===== config.mk =====
export PLATFORM = sky130hd
export DESIGN_NAME = id_hash_bucket_fold
export DESIGN_NICKNAME = d
export VERILOG_FILES = /design/src/design/ihbf_pkg.sv /design/src/design/ihbf_mix_front.sv /design/src/design/ihbf_queue.sv /design/src/design/ihbf_fold_back.sv /design/src/design/id_hash_bucket_fold.sv
export SDC_FILE = /design/constraint.sdc
export NUM_CORES = 1
export LEC_CHECK = 0
export BUFFER_PORTS_ARGS = -buffer_cell sky130_fd_sc_hd__buf_2
export CORE_ASPECT_RATIO = 1.2
export CORE_UTILIZATION = 40
export DETAILED_ROUTE_END_ITERATION = 6
export PLACE_DENSITY = 0.62
export REMOVE_ABC_BUFFERS = 1
export SLEW_MARGIN = 40
export SYNTH_ARGS = -nofsm -noshare
export SYNTH_HDL_FRONTEND = slang
export SYNTH_HIERARCHICAL = 1
export SYNTH_SLANG_ARGS = --single-unit

===== constraint.sdc =====
create_clock -name clock -period 6.3 [get_ports clock]
set_input_delay 0.315 -clock clock [delete_from_list [all_inputs] [get_ports clock]]
set_output_delay 0.315 -clock clock [all_outputs]
set_load 0.05 [all_outputs]

===== src/design/ihbf_pkg.sv =====
// shared types and constants for the identifier hash bucket fold block
// no dependencies
`default_nettype none

package ihbf_pkg;

   localparam int BYTE_WIDTH      = 8;
   localparam int HASH_WIDTH      = 32;
   localparam int FOLD_WIDTH      = 31;
   localparam int BUCKET_WIDTH    = 16;
   localparam int FOLD_CNT_WIDTH  = 5;
   localparam int QUEUE_DEPTH     = 2;
   localparam int QUEUE_PTR_WIDTH = 1;
   localparam int QUEUE_CNT_WIDTH = 2;

   localparam int MIX_XOR_SHIFT   = 13;
   localparam int MIX_ADD_SHIFT   = 7;
   localparam int MIX_RIGHT_SHIFT = 3;
   localparam int MIX_ROTATE      = 2;

   localparam logic [BUCKET_WIDTH-1:0]   BUCKET_RESET = 16'd256;
   localparam logic [BUCKET_WIDTH-1:0]   BUCKET_MIN   = 16'd2;
   localparam logic [FOLD_CNT_WIDTH-1:0] FOLD_LAST_STEP =
      FOLD_CNT_WIDTH'(FOLD_WIDTH - 1);

   // head of the hash queue as seen by the fold unit
   typedef struct packed {
      logic                  valid;
      logic [FOLD_WIDTH-1:0] value;
   } fold_head_type;

   typedef enum logic [1:0] {
      FOLD_IDLE,
      FOLD_CHECK,
      FOLD_DIV,
      FOLD_DONE
   } fold_state_type;

   // one byte of the mix: xor, add, xor, xor, then rotate left
   function automatic logic [HASH_WIDTH-1:0] mix_byte(
      input logic [HASH_WIDTH-1:0] acc,
      input logic [BYTE_WIDTH-1:0] c
   );
      logic [HASH_WIDTH-1:0] cw;
      logic [HASH_WIDTH-1:0] v;
      cw = HASH_WIDTH'(c);
      v  = acc ^ (cw << MIX_XOR_SHIFT);
      v  = v + (cw << MIX_ADD_SHIFT);
      v  = v ^ cw;
      v  = v ^ (cw >> MIX_RIGHT_SHIFT);
      return {v[HASH_WIDTH-MIX_ROTATE-1:0], v[HASH_WIDTH-1 -: MIX_ROTATE]};
   endfunction

endpackage

`default_nettype wire


===== src/design/ihbf_mix_front.sv =====
// front end: takes identifier bytes and mixes them into the accumulator
// depends on ihbf_pkg
`default_nettype none

module ihbf_mix_front (
   input  wire logic                           clock,
   input  wire logic                           reset,
   input  wire logic                           req_tvalid,
   output logic                                req_tready,
   input  wire logic [ihbf_pkg::BYTE_WIDTH-1:0] req_tdata,
   input  wire logic                           req_tlast,
   input  wire logic                           queue_full,
   output logic                                push,
   output logic [ihbf_pkg::FOLD_WIDTH-1:0]     push_value
);
   import ihbf_pkg::*;

   logic [HASH_WIDTH-1:0] mix_acc_ff;
   logic [HASH_WIDTH-1:0] mix_acc_in;
   logic [HASH_WIDTH-1:0] mixed;
   logic                  accept;

   assign req_tready = !queue_full;
   assign accept     = req_tvalid && req_tready;
   assign mixed      = mix_byte(mix_acc_ff, req_tdata);
   assign push       = accept && req_tlast;
   assign push_value = mixed[FOLD_WIDTH-1:0];

   always_comb begin
      mix_acc_in = mix_acc_ff;
      if (accept) begin
         // last byte closes the identifier: start over from zero
         mix_acc_in = req_tlast ? '0 : mixed;
      end
   end

   always_ff @(posedge clock) begin
      if (reset) begin
         mix_acc_ff <= '0;
      end else begin
         mix_acc_ff <= mix_acc_in;
      end
   end

endmodule

`default_nettype wire


===== src/design/ihbf_queue.sv =====
// two-entry queue of masked hashes between the mix front and the fold unit
// depends on ihbf_pkg
`default_nettype none

module ihbf_queue (
   input  wire logic                           clock,
   input  wire logic                           reset,
   input  wire logic                           push,
   input  wire logic [ihbf_pkg::FOLD_WIDTH-1:0] push_value,
   output logic                                full,
   input  wire logic                           pop,
   output ihbf_pkg::fold_head_type             head
);
   import ihbf_pkg::*;

   logic [FOLD_WIDTH-1:0]      entries_ff [QUEUE_DEPTH];
   logic [QUEUE_PTR_WIDTH-1:0] wr_ptr_ff;
   logic [QUEUE_PTR_WIDTH-1:0] wr_ptr_in;
   logic [QUEUE_PTR_WIDTH-1:0] rd_ptr_ff;
   logic [QUEUE_PTR_WIDTH-1:0] rd_ptr_in;
   logic [QUEUE_CNT_WIDTH-1:0] count_ff;
   logic [QUEUE_CNT_WIDTH-1:0] count_in;
   logic                       do_pop;

   assign full       = (count_ff == QUEUE_CNT_WIDTH'(QUEUE_DEPTH));
   assign head.valid = (count_ff != '0);
   assign head.value = entries_ff[rd_ptr_ff];
   assign do_pop     = pop && head.valid;

   always_comb begin
      wr_ptr_in = push ? wr_ptr_ff + 1'b1 : wr_ptr_ff;
      rd_ptr_in = do_pop ? rd_ptr_ff + 1'b1 : rd_ptr_ff;
      count_in  = count_ff;
      if (push && !do_pop) begin
         count_in = count_ff + 1'b1;
      end else if (do_pop && !push) begin
         count_in = count_ff - 1'b1;
      end
   end

   always_ff @(posedge clock) begin
      if (reset) begin
         wr_ptr_ff <= '0;
         rd_ptr_ff <= '0;
         count_ff  <= '0;
      end else begin
         wr_ptr_ff <= wr_ptr_in;
         rd_ptr_ff <= rd_ptr_in;
         count_ff  <= count_in;
      end
   end

   always_ff @(posedge clock) begin
      if (push) begin
         entries_ff[wr_ptr_ff] <= push_value;
      end
   end

endmodule

`default_nettype wire


===== src/design/ihbf_fold_back.sv =====
// back end: folds a hash below the bucket count with a bit-serial divider
// depends on ihbf_pkg
`default_nettype none

module ihbf_fold_back (
   input  wire logic                             clock,
   input  wire logic                             reset,
   input  wire logic [ihbf_pkg::BUCKET_WIDTH-1:0] bucket_count,
   input  wire ihbf_pkg::fold_head_type          head,
   output logic                                  pop,
   output logic                                  rsp_tvalid,
   input  wire logic                             rsp_tready,
   output logic [ihbf_pkg::BUCKET_WIDTH-1:0]     rsp_tdata
);
   import ihbf_pkg::*;

   fold_state_type            state_ff;
   fold_state_type            state_in;
   logic [FOLD_WIDTH-1:0]     value_ff;
   logic [FOLD_WIDTH-1:0]     value_in;
   logic [FOLD_WIDTH-1:0]     quo_ff;
   logic [FOLD_WIDTH-1:0]     quo_in;
   logic [BUCKET_WIDTH-1:0]   rem_ff;
   logic [BUCKET_WIDTH-1:0]   rem_in;
   logic [FOLD_CNT_WIDTH-1:0] step_ff;
   logic [FOLD_CNT_WIDTH-1:0] step_in;
   logic                      out_valid_ff;
   logic                      out_valid_in;
   logic [BUCKET_WIDTH-1:0]   out_data_ff;
   logic [BUCKET_WIDTH-1:0]   out_data_in;

   logic [BUCKET_WIDTH:0]     rem_shift;
   logic [BUCKET_WIDTH:0]     rem_diff;
   logic                      rem_ge;
   logic                      out_free;

   assign rsp_tvalid = out_valid_ff;
   assign rsp_tdata  = out_data_ff;
   assign out_free   = !out_valid_ff || rsp_tready;

   assign rem_shift = {rem_ff, quo_ff[FOLD_WIDTH-1]};
   assign rem_diff  = rem_shift - {1'b0, bucket_count};
   assign rem_ge    = (rem_shift >= {1'b0, bucket_count});

   always_comb begin
      state_in     = state_ff;
      value_in     = value_ff;
      quo_in       = quo_ff;
      rem_in       = rem_ff;
      step_in      = step_ff;
      out_valid_in = out_valid_ff && !rsp_tready;
      out_data_in  = out_data_ff;
      pop          = 1'b0;

      case (state_ff)
         FOLD_IDLE: begin
            if (head.valid) begin
               pop = 1'b1;
               // a count below two has no fold: the bucket is zero
               value_in = (bucket_count < BUCKET_MIN) ? '0 : head.value;
               state_in = (bucket_count < BUCKET_MIN) ? FOLD_DONE : FOLD_CHECK;
            end
         end
         FOLD_CHECK: begin
            if (value_ff < FOLD_WIDTH'(bucket_count)) begin
               state_in = FOLD_DONE;
            end else begin
               quo_in   = value_ff;
               rem_in   = '0;
               step_in  = '0;
               state_in = FOLD_DIV;
            end
         end
         FOLD_DIV: begin
            rem_in  = rem_ge ? rem_diff[BUCKET_WIDTH-1:0] : rem_shift[BUCKET_WIDTH-1:0];
            quo_in  = {quo_ff[FOLD_WIDTH-2:0], rem_ge};
            step_in = step_ff + 1'b1;
            if (step_ff == FOLD_LAST_STEP) begin
               // quotient plus remainder, then test again
               value_in = quo_in + FOLD_WIDTH'(rem_in);
               state_in = FOLD_CHECK;
            end
         end
         FOLD_DONE: begin
            if (out_free) begin
               out_valid_in = 1'b1;
               out_data_in  = value_ff[BUCKET_WIDTH-1:0];
               state_in     = FOLD_IDLE;
            end
         end
         default: begin
            state_in = FOLD_IDLE;
         end
      endcase
   end

   always_ff @(posedge clock) begin
      if (reset) begin
         state_ff     <= FOLD_IDLE;
         out_valid_ff <= 1'b0;
      end else begin
         state_ff     <= state_in;
         out_valid_ff <= out_valid_in;
      end
   end

   always_ff @(posedge clock) begin
      value_ff    <= value_in;
      quo_ff      <= quo_in;
      rem_ff      <= rem_in;
      step_ff     <= step_in;
      out_data_ff <= out_data_in;
   end

endmodule

`default_nettype wire


===== src/design/id_hash_bucket_fold.sv =====
// top level of the identifier hash bucket fold block
// depends on ihbf_pkg, ihbf_mix_front, ihbf_queue, ihbf_fold_back
`default_nettype none

// Identifier hash to bucket. Bytes of an identifier enter on the req_ stream
// last character first, one item per byte, with tlast on the identifier's
// first character. Each byte is mixed into a 32-bit accumulator in the cycle
// it is accepted, so bytes go in at one per clock. When the closing byte is
// taken, the hash is masked to 31 bits and put in a two-entry queue, and the
// accumulator restarts at zero. A fold unit behind the queue replaces the
// value by quotient plus remainder of division by bucket_count until it is
// below bucket_count, and sends the bucket out on the rsp_ stream, one item
// per identifier. The divider is bit-serial: each fold round is 31 divide
// steps and a range check, and each identifier also takes a load and a
// hand-off to the output register. The number of rounds depends on the
// hash and the count: one or two for large counts, up to about 30 for a
// count of two. The input stalls only when two hashes are waiting on the
// fold unit. bucket_count resets to 256; the user must write it through
// csr_wen/csr_wdata only while the block is idle, which the block itself
// does not enforce; a count below two gives bucket 0.

module id_hash_bucket_fold (
   input  wire logic        clock,
   input  wire logic        reset,
   // configuration
   input  wire logic        csr_wen,
   input  wire logic [15:0] csr_wdata,    // bucket_count
   // byte input
   input  wire logic        req_tvalid,
   output logic             req_tready,
   input  wire logic [7:0]  req_tdata,    // [7:0] id_byte
   input  wire logic        req_tlast,    // last_byte
   // bucket output
   output logic             rsp_tvalid,
   input  wire logic        rsp_tready,
   output logic [15:0]      rsp_tdata     // [15:0] bucket
);
   import ihbf_pkg::*;

   logic [BUCKET_WIDTH-1:0] bucket_count_ff;
   logic [BUCKET_WIDTH-1:0] bucket_count_in;

   // front to queue
   logic                    push;
   logic [FOLD_WIDTH-1:0]   push_value;
   logic                    queue_full;

   // queue to fold unit
   fold_head_type           head;
   logic                    pop;

   assign bucket_count_in = csr_wen ? csr_wdata : bucket_count_ff;

   always_ff @(posedge clock) begin
      if (reset) begin
         bucket_count_ff <= BUCKET_RESET;
      end else begin
         bucket_count_ff <= bucket_count_in;
      end
   end

   // mixes one byte per accepted item
   ihbf_mix_front u_front (
      .clock      (clock),
      .reset      (reset),
      .req_tvalid (req_tvalid),
      .req_tready (req_tready),
      .req_tdata  (req_tdata),
      .req_tlast  (req_tlast),
      .queue_full (queue_full),
      .push       (push),
      .push_value (push_value)
   );

   // decouples the mixer from the slow fold
   ihbf_queue u_queue (
      .clock      (clock),
      .reset      (reset),
      .push       (push),
      .push_value (push_value),
      .full       (queue_full),
      .pop        (pop),
      .head       (head)
   );

   // folds each hash below the bucket count and holds the result
   ihbf_fold_back u_back (
      .clock        (clock),
      .reset        (reset),
      .bucket_count (bucket_count_ff),
      .head         (head),
      .pop          (pop),
      .rsp_tvalid   (rsp_tvalid),
      .rsp_tready   (rsp_tready),
      .rsp_tdata    (rsp_tdata)
   );

endmodule

`default_nettype wire

# After elaboration in Yosys (flattened, before gate mapping)
# Memory sizes are Yosys's and may differ from the RTL's. A register that Yosys moved wholly into a read port is not among the register bits.
# Cells that the tools add are included.
# classes
eq_ne	9
reduce_logical	21
n_mux	28
order_cmp	3
addsub	8
bitwise_logic	3
# ops
op	count
$mux W31	4
$pmux W31 S2	2
$add A32 B15 Y32	1
$mux W16	2
$mux W32	1
$pmux W16 S2	1
$xor A32 B21 Y32	1
$xor A32 B5 Y32	1
$xor A32 B8 Y32	1
$add A31 B16 Y31	1
$lt A31 B16 Y1	1
$ge A17 B16 Y1	1
$lt A16 B2 Y1 const B	1
$sub A16 B16 Y16	1
$mux W2	6
$pmux W5 S2	1
$mux W1	9
$pmux W2 S4	1
$reduce_bool A2 Y1	4
$eq A2 B2 Y1 const B	3
$logic_and A1 B1 Y1	6
$reduce_and A3 Y1	2
$add A5 B1 Y5 const B	1
$eq A5 B5 Y1 const B	1
11 further kinds	19
# word_totals
register_bits	154
word_cells	85
mem_count	1
in_bits	30
ramBits	62
# memory_table
name	depth	width	read_ports	rd_clocked_by_memory_dff	write_ports	line	rtl
u_queue.entries_ff	2	31	1	1	1	ihbf_queue.sv:16	logic [FOLD_WIDTH-1:0] entries_ff [QUEUE_DEPTH];

# Logic depth before layout (Yosys ltp)
# logic_depth
depth_word	8
ltp_mapped	20
mapped_depth_nobuf	20

# Cells and area by module
# Netlist, hierarchy kept.
# modules_own_cells
module	seq_area_each_um2	instances	cells_per_inst	area_per_inst_um2
ihbf_fold_back	3032.9	1	689	6598.8
ihbf_queue	1961.9	1	118	2437.3
ihbf_mix_front	640.6	1	203	1876.8
id_hash_bucket_fold	320.3	1	52	581.8

# Least setup slack after synthesis
# No wires, ideal clock.
# synth_timing
path_kind	register to register
startpoint	register u_back.rem_ff[4]
endpoint	register u_back.value_ff[24], data pin
setup_ns	0.268
path_stages_with_launch	20
required_ns	6.032
setup_slack_ns	1.804
t_arrival_ns	4.228
path_buffers	2
path_cell_list	edfxtp_1 -> ha_1 -> nand4_2 -> or4_4 -> a211oi_2 -> a2111oi_4 -> and2_1 -> buf_6 -> buf_2 -> nand2_1 -> nand2_1 -> fa_1 -> a211oi_1 -> o21ai_0 -> nand4_1 -> a21boi_0 -> a22o_1 -> nand4_1 -> xor2_1 -> o21ai_0
# synth_via
elab_chain_cells	5
elab_cells_between_ends	6
cone_classes	add/sub: 2; order compare: 1; mux: 3
# synth_lines
element	line	rtl
from (decl)	ihbf_fold_back.sv:23	logic [BUCKET_WIDTH-1:0] rem_ff;
from (signal assigned)	ihbf_fold_back.sv:110	rem_ff <= rem_in;
$sub A16 B16 Y16 or $ge A17 B16 Y1 (tied branches)	ihbf_fold_back.sv:42, ihbf_fold_back.sv:43	
$mux W16	ihbf_fold_back.sv:75	rem_in = rem_ge ? rem_diff[BUCKET_WIDTH-1:0] : rem_shift[BUCKET_WIDTH-1:0];
$add A31 B16 Y31 *	ihbf_fold_back.sv:80	value_in = quo_in + FOLD_WIDTH'(rem_in);
$mux W31 *	ihbf_fold_back.sv:78	if (step_ff == FOLD_LAST_STEP) begin
$pmux W31 S2 *	ihbf_fold_back.sv:55	case (state_ff)
via u_back.value_in[24]	ihbf_fold_back.sv:20	logic [FOLD_WIDTH-1:0] value_in;
to (signal assigned)	ihbf_fold_back.sv:108	value_ff <= value_in;
to (decl)	ihbf_fold_back.sv:19	logic [FOLD_WIDTH-1:0] value_ff;
# The timed path passes the listed nets; every way through them passes the cells marked *. The select of a mux whose other input is x is not followed.
# A chain may end at the register's enable or synchronous reset.

# Final worst setup path
# layout_timing
startpoint	register bucket_count_ff[10]
endpoint	register u_back.value_ff[20], data pin
# layout_via
elab_chain_cells	5
elab_cells_between_ends	9
cone_classes	add/sub: 2; order compare: 2; mux: 5
# layout_lines
element	line	rtl
from (decl)	id_hash_bucket_fold.sv:40	logic [BUCKET_WIDTH-1:0] bucket_count_ff;
from (signal assigned)	id_hash_bucket_fold.sv:58	bucket_count_ff <= bucket_count_in;
$sub A16 B16 Y16 or $ge A17 B16 Y1 (tied branches)	ihbf_fold_back.sv:42, ihbf_fold_back.sv:43	
$mux W16	ihbf_fold_back.sv:75	
$add A31 B16 Y31	ihbf_fold_back.sv:80	
$mux W31	ihbf_fold_back.sv:78	
$pmux W31 S2 *	ihbf_fold_back.sv:55	
via u_back.value_in[20]	ihbf_fold_back.sv:20	
# Marked as above.

==> qor.txt <==
Slew @ Worst Pin: 842.9 ps
Grt ovf: 0
Final setup viols: 0
Unrepaired setup endpoints after global routing: no
Area delta synth->final: 13.23%
Clock share of power: 0.240
Storage cell area: 5956 um^2
Port Buffers: 47
Avg Cell Area, Syn: 10.82 um^2
Max Fanout on Critical Path: 17
Worst EP arrival: 5650 ps
Layout Nets: 1203
Seq/Total Area, Yosys: 0.5181
Worst-path clk slew: 60 ps
CTS tree: yes
1st-iter DRT viols: 519
WL/cell: 17.28 um
Hpwl dp: 18300 um
Status: completed
CTS Sinks: 217
Data required time of the worst path: 6540 ps
Setup_tns: 0 ps
Final Hold Viols: 0
Switch Pwr: 2.298 mW
Mapped Cells: 1062
Routed vias: 8057
Slew HR: 0.4381
CORE AREA: 28080 um^2
Final Skew: 14.21 ps
FFs w/ async S/R, synth: 0
Final worst slack: 883.8 ps
Worst setup SP type: flip-flop
Sw Share: 0.3743
Design Area, Final: 13020 um^2
Cells taking the most area after synthesis: edfxtp_1 42%, dfxtp_1 9.8%, ha_1 6.2%
Largest net degree at the start of global routing: 73
Placed Cells: 1464
Clk buf depth: 3
Final max-slew violation count: 0
ANT nets after route: 0
Share of cells above drive strength 1: 0.1379
Root Buffer: clkbuf_16
CTS Buf Count: 25
FF+latch count, synth: 217
First-pass DRT Iterations: 5
Area fraction of the dominant cell type after synthesis: 0.4206
Gate power share: 0.394
Hold slack: 27.21 ps
Post-route DRC: 0
Yosys cell types: 70
Synth Cell Area: 11490 um^2
Routability cong.: 0.8453
Commonest cells post-synth: 161 x edfxtp_1, 158 x nand2_1, 81 x nor2_1, 57 x ha_1, 56 x dfxtp_1
Maximum VDD drop: 0.0002204 V
Biggest area consumer among synthesized cells: edfxtp_1
Min Clock Period, post-route: 5416 ps
Overall power: 6.139 mW
Crit Path Class: flip-flop to flip-flop
CTS resizes: 0
Number of global-route vias before repair: 7982
Count leader, synth: edfxtp_1
Overall routing resource usage: 0.1798
Area of the multi-input gates: 5281 um^2
Pwr dens: 471.7 nW/um^2
Max Fclk: 0.1846 GHz
Maxcap violations: 0
Starting Density: 0.4093
Setup WS pre-CTS: 951.5 ps
Internal power: 3.841 mW
IO Pins: 48
Total die area: 29420 um^2
Finished Core Util: 0.4634
Die height: 187.7 um
Dpl cell area: 12170 um^2
Ant. Diodes: 0
Post-synth EDFFs: 161
Final period util: 0.8597
Die width: 156.8 um
Prevailing post-synth register cell: edfxtp_1
Placement Rows: 67
Worst skew pair latency: 530 ps
YS warnings: 6
Global-route wire length before repair: 42030 um
Fin cells: 1510
Worst setup EP type: flip-flop
Initial antenna violation count: 0
Flop pwr share: 0.367
H-tree depth: 1
Leakage: 5.012 nW
Filler cells: 2547
Vias per Instance: 5.336
Hold Path Class: input pin to flip-flop
Total Wirelength: 26100 um
layout make-up:
class / instances / share of cell area
well taps: 379 / 0.03644
inverters: 32 / 0.009229
clock inverters: 17 / 0.01279
multi-input cells: 776 / 0.4058
clock buffers: 28 / 0.05124
repair buffers: 61 / 0.02692
flip-flops and latches: 217 / 0.4576
cell usage in the layout (no fill, tap or decap), types with 32 or more instances in the layout:
cell type  count
inv_1         32
xnor2_1       35
dfxtp_1       56
edfxtp_1     161
xor2_1        45
o21ai_0       47
ha_1          57
a21oi_1       42
buf_2         47
nand2_1      158
nor2_1        81
flip-flops by register name, summed over array words and instances, names as in the netlist, named ones only:
name and flops:
u_back/quo_ff 31, u_back/state_ff 2, u_back/step_ff 5, u_queue/count_ff 2, u_back/rsp_tdata 16, bucket_count_ff 16, u_queue/rd_ptr_ff 1, u_back/rem_ff 16
u_queue/entries_ff 62, u_queue/wr_ptr_ff 1, u_front/mix_acc_ff 32, u_back/rsp_tvalid 1, u_back/value_ff 31
worst paths after layout:
path	from	endpoint	slack, ps	depth (start not counted)
hold / removal	csr_wdata[3]	bucket_count_ff[3]	30	3
setup / recovery	bucket_count_ff[10]	u_back/value_ff[20]	880	17
setup reg to reg	bucket_count_ff[10]	u_back/value_ff[20]	880	17
hold reg to reg	u_back/value_ff[0]	u_back/rsp_tdata[0]	480	0
critical path: stages, from the launching register on:
cell	delay [ps]
dfxtp_1	350
inv_1	70
ha_1	360
a21o_1	200
a211oi_1	280
a211oi_2	130
a2111oi_4	560
and2_1	600
o21ai_0	250
ha_1	410
a211oi_1	130
o21ai_0	340
nand4_1	210
a21boi_0	430
a22o_1	410
nand4_1	150
xor2_1	150
o21ai_0	90
cells by family after synthesis:
logic type      synth area share
fa+ha+maj                0.06727
flops                     0.5181
compound gates            0.1302
mux                      0.04430
xor+xnor                 0.06379
simple gates              0.1504
buf+inv                  0.02591
what timing repair did:
action | in CTS | in global routing
hold buffers | 1 | 0
setup buffers | 0 | 0
hold endpoints to repair | 1 | 0
per-layer routing:
metal	global-route usage	part of all wire	vias up
met5	0	0	-
met4	0.04600	0.020	0
met3	0.01918	0.039	35
met2	0.3055	0.48	162
met1	0.2426	0.46	3877
li1	-	-	3983
power by group through the flow:
| stage | Sequential [mW] | Combinational, mW | Clock, mW |
|---|---|---|---|
| final | 2.25 | 2.42 | 1.47 |
| after global routing | 2.29 | 2.69 | 1.56 |
| after CTS | 2.25 | 2.41 | 1.50 |
| after detailed placement | 2.27 | 2.38 | 0 |
| after global placement | 2.28 | 2.34 | 0 |
| after floorplan | 2.22 | 1.76 | 0 |
Power figures use the tool's default switching activity.
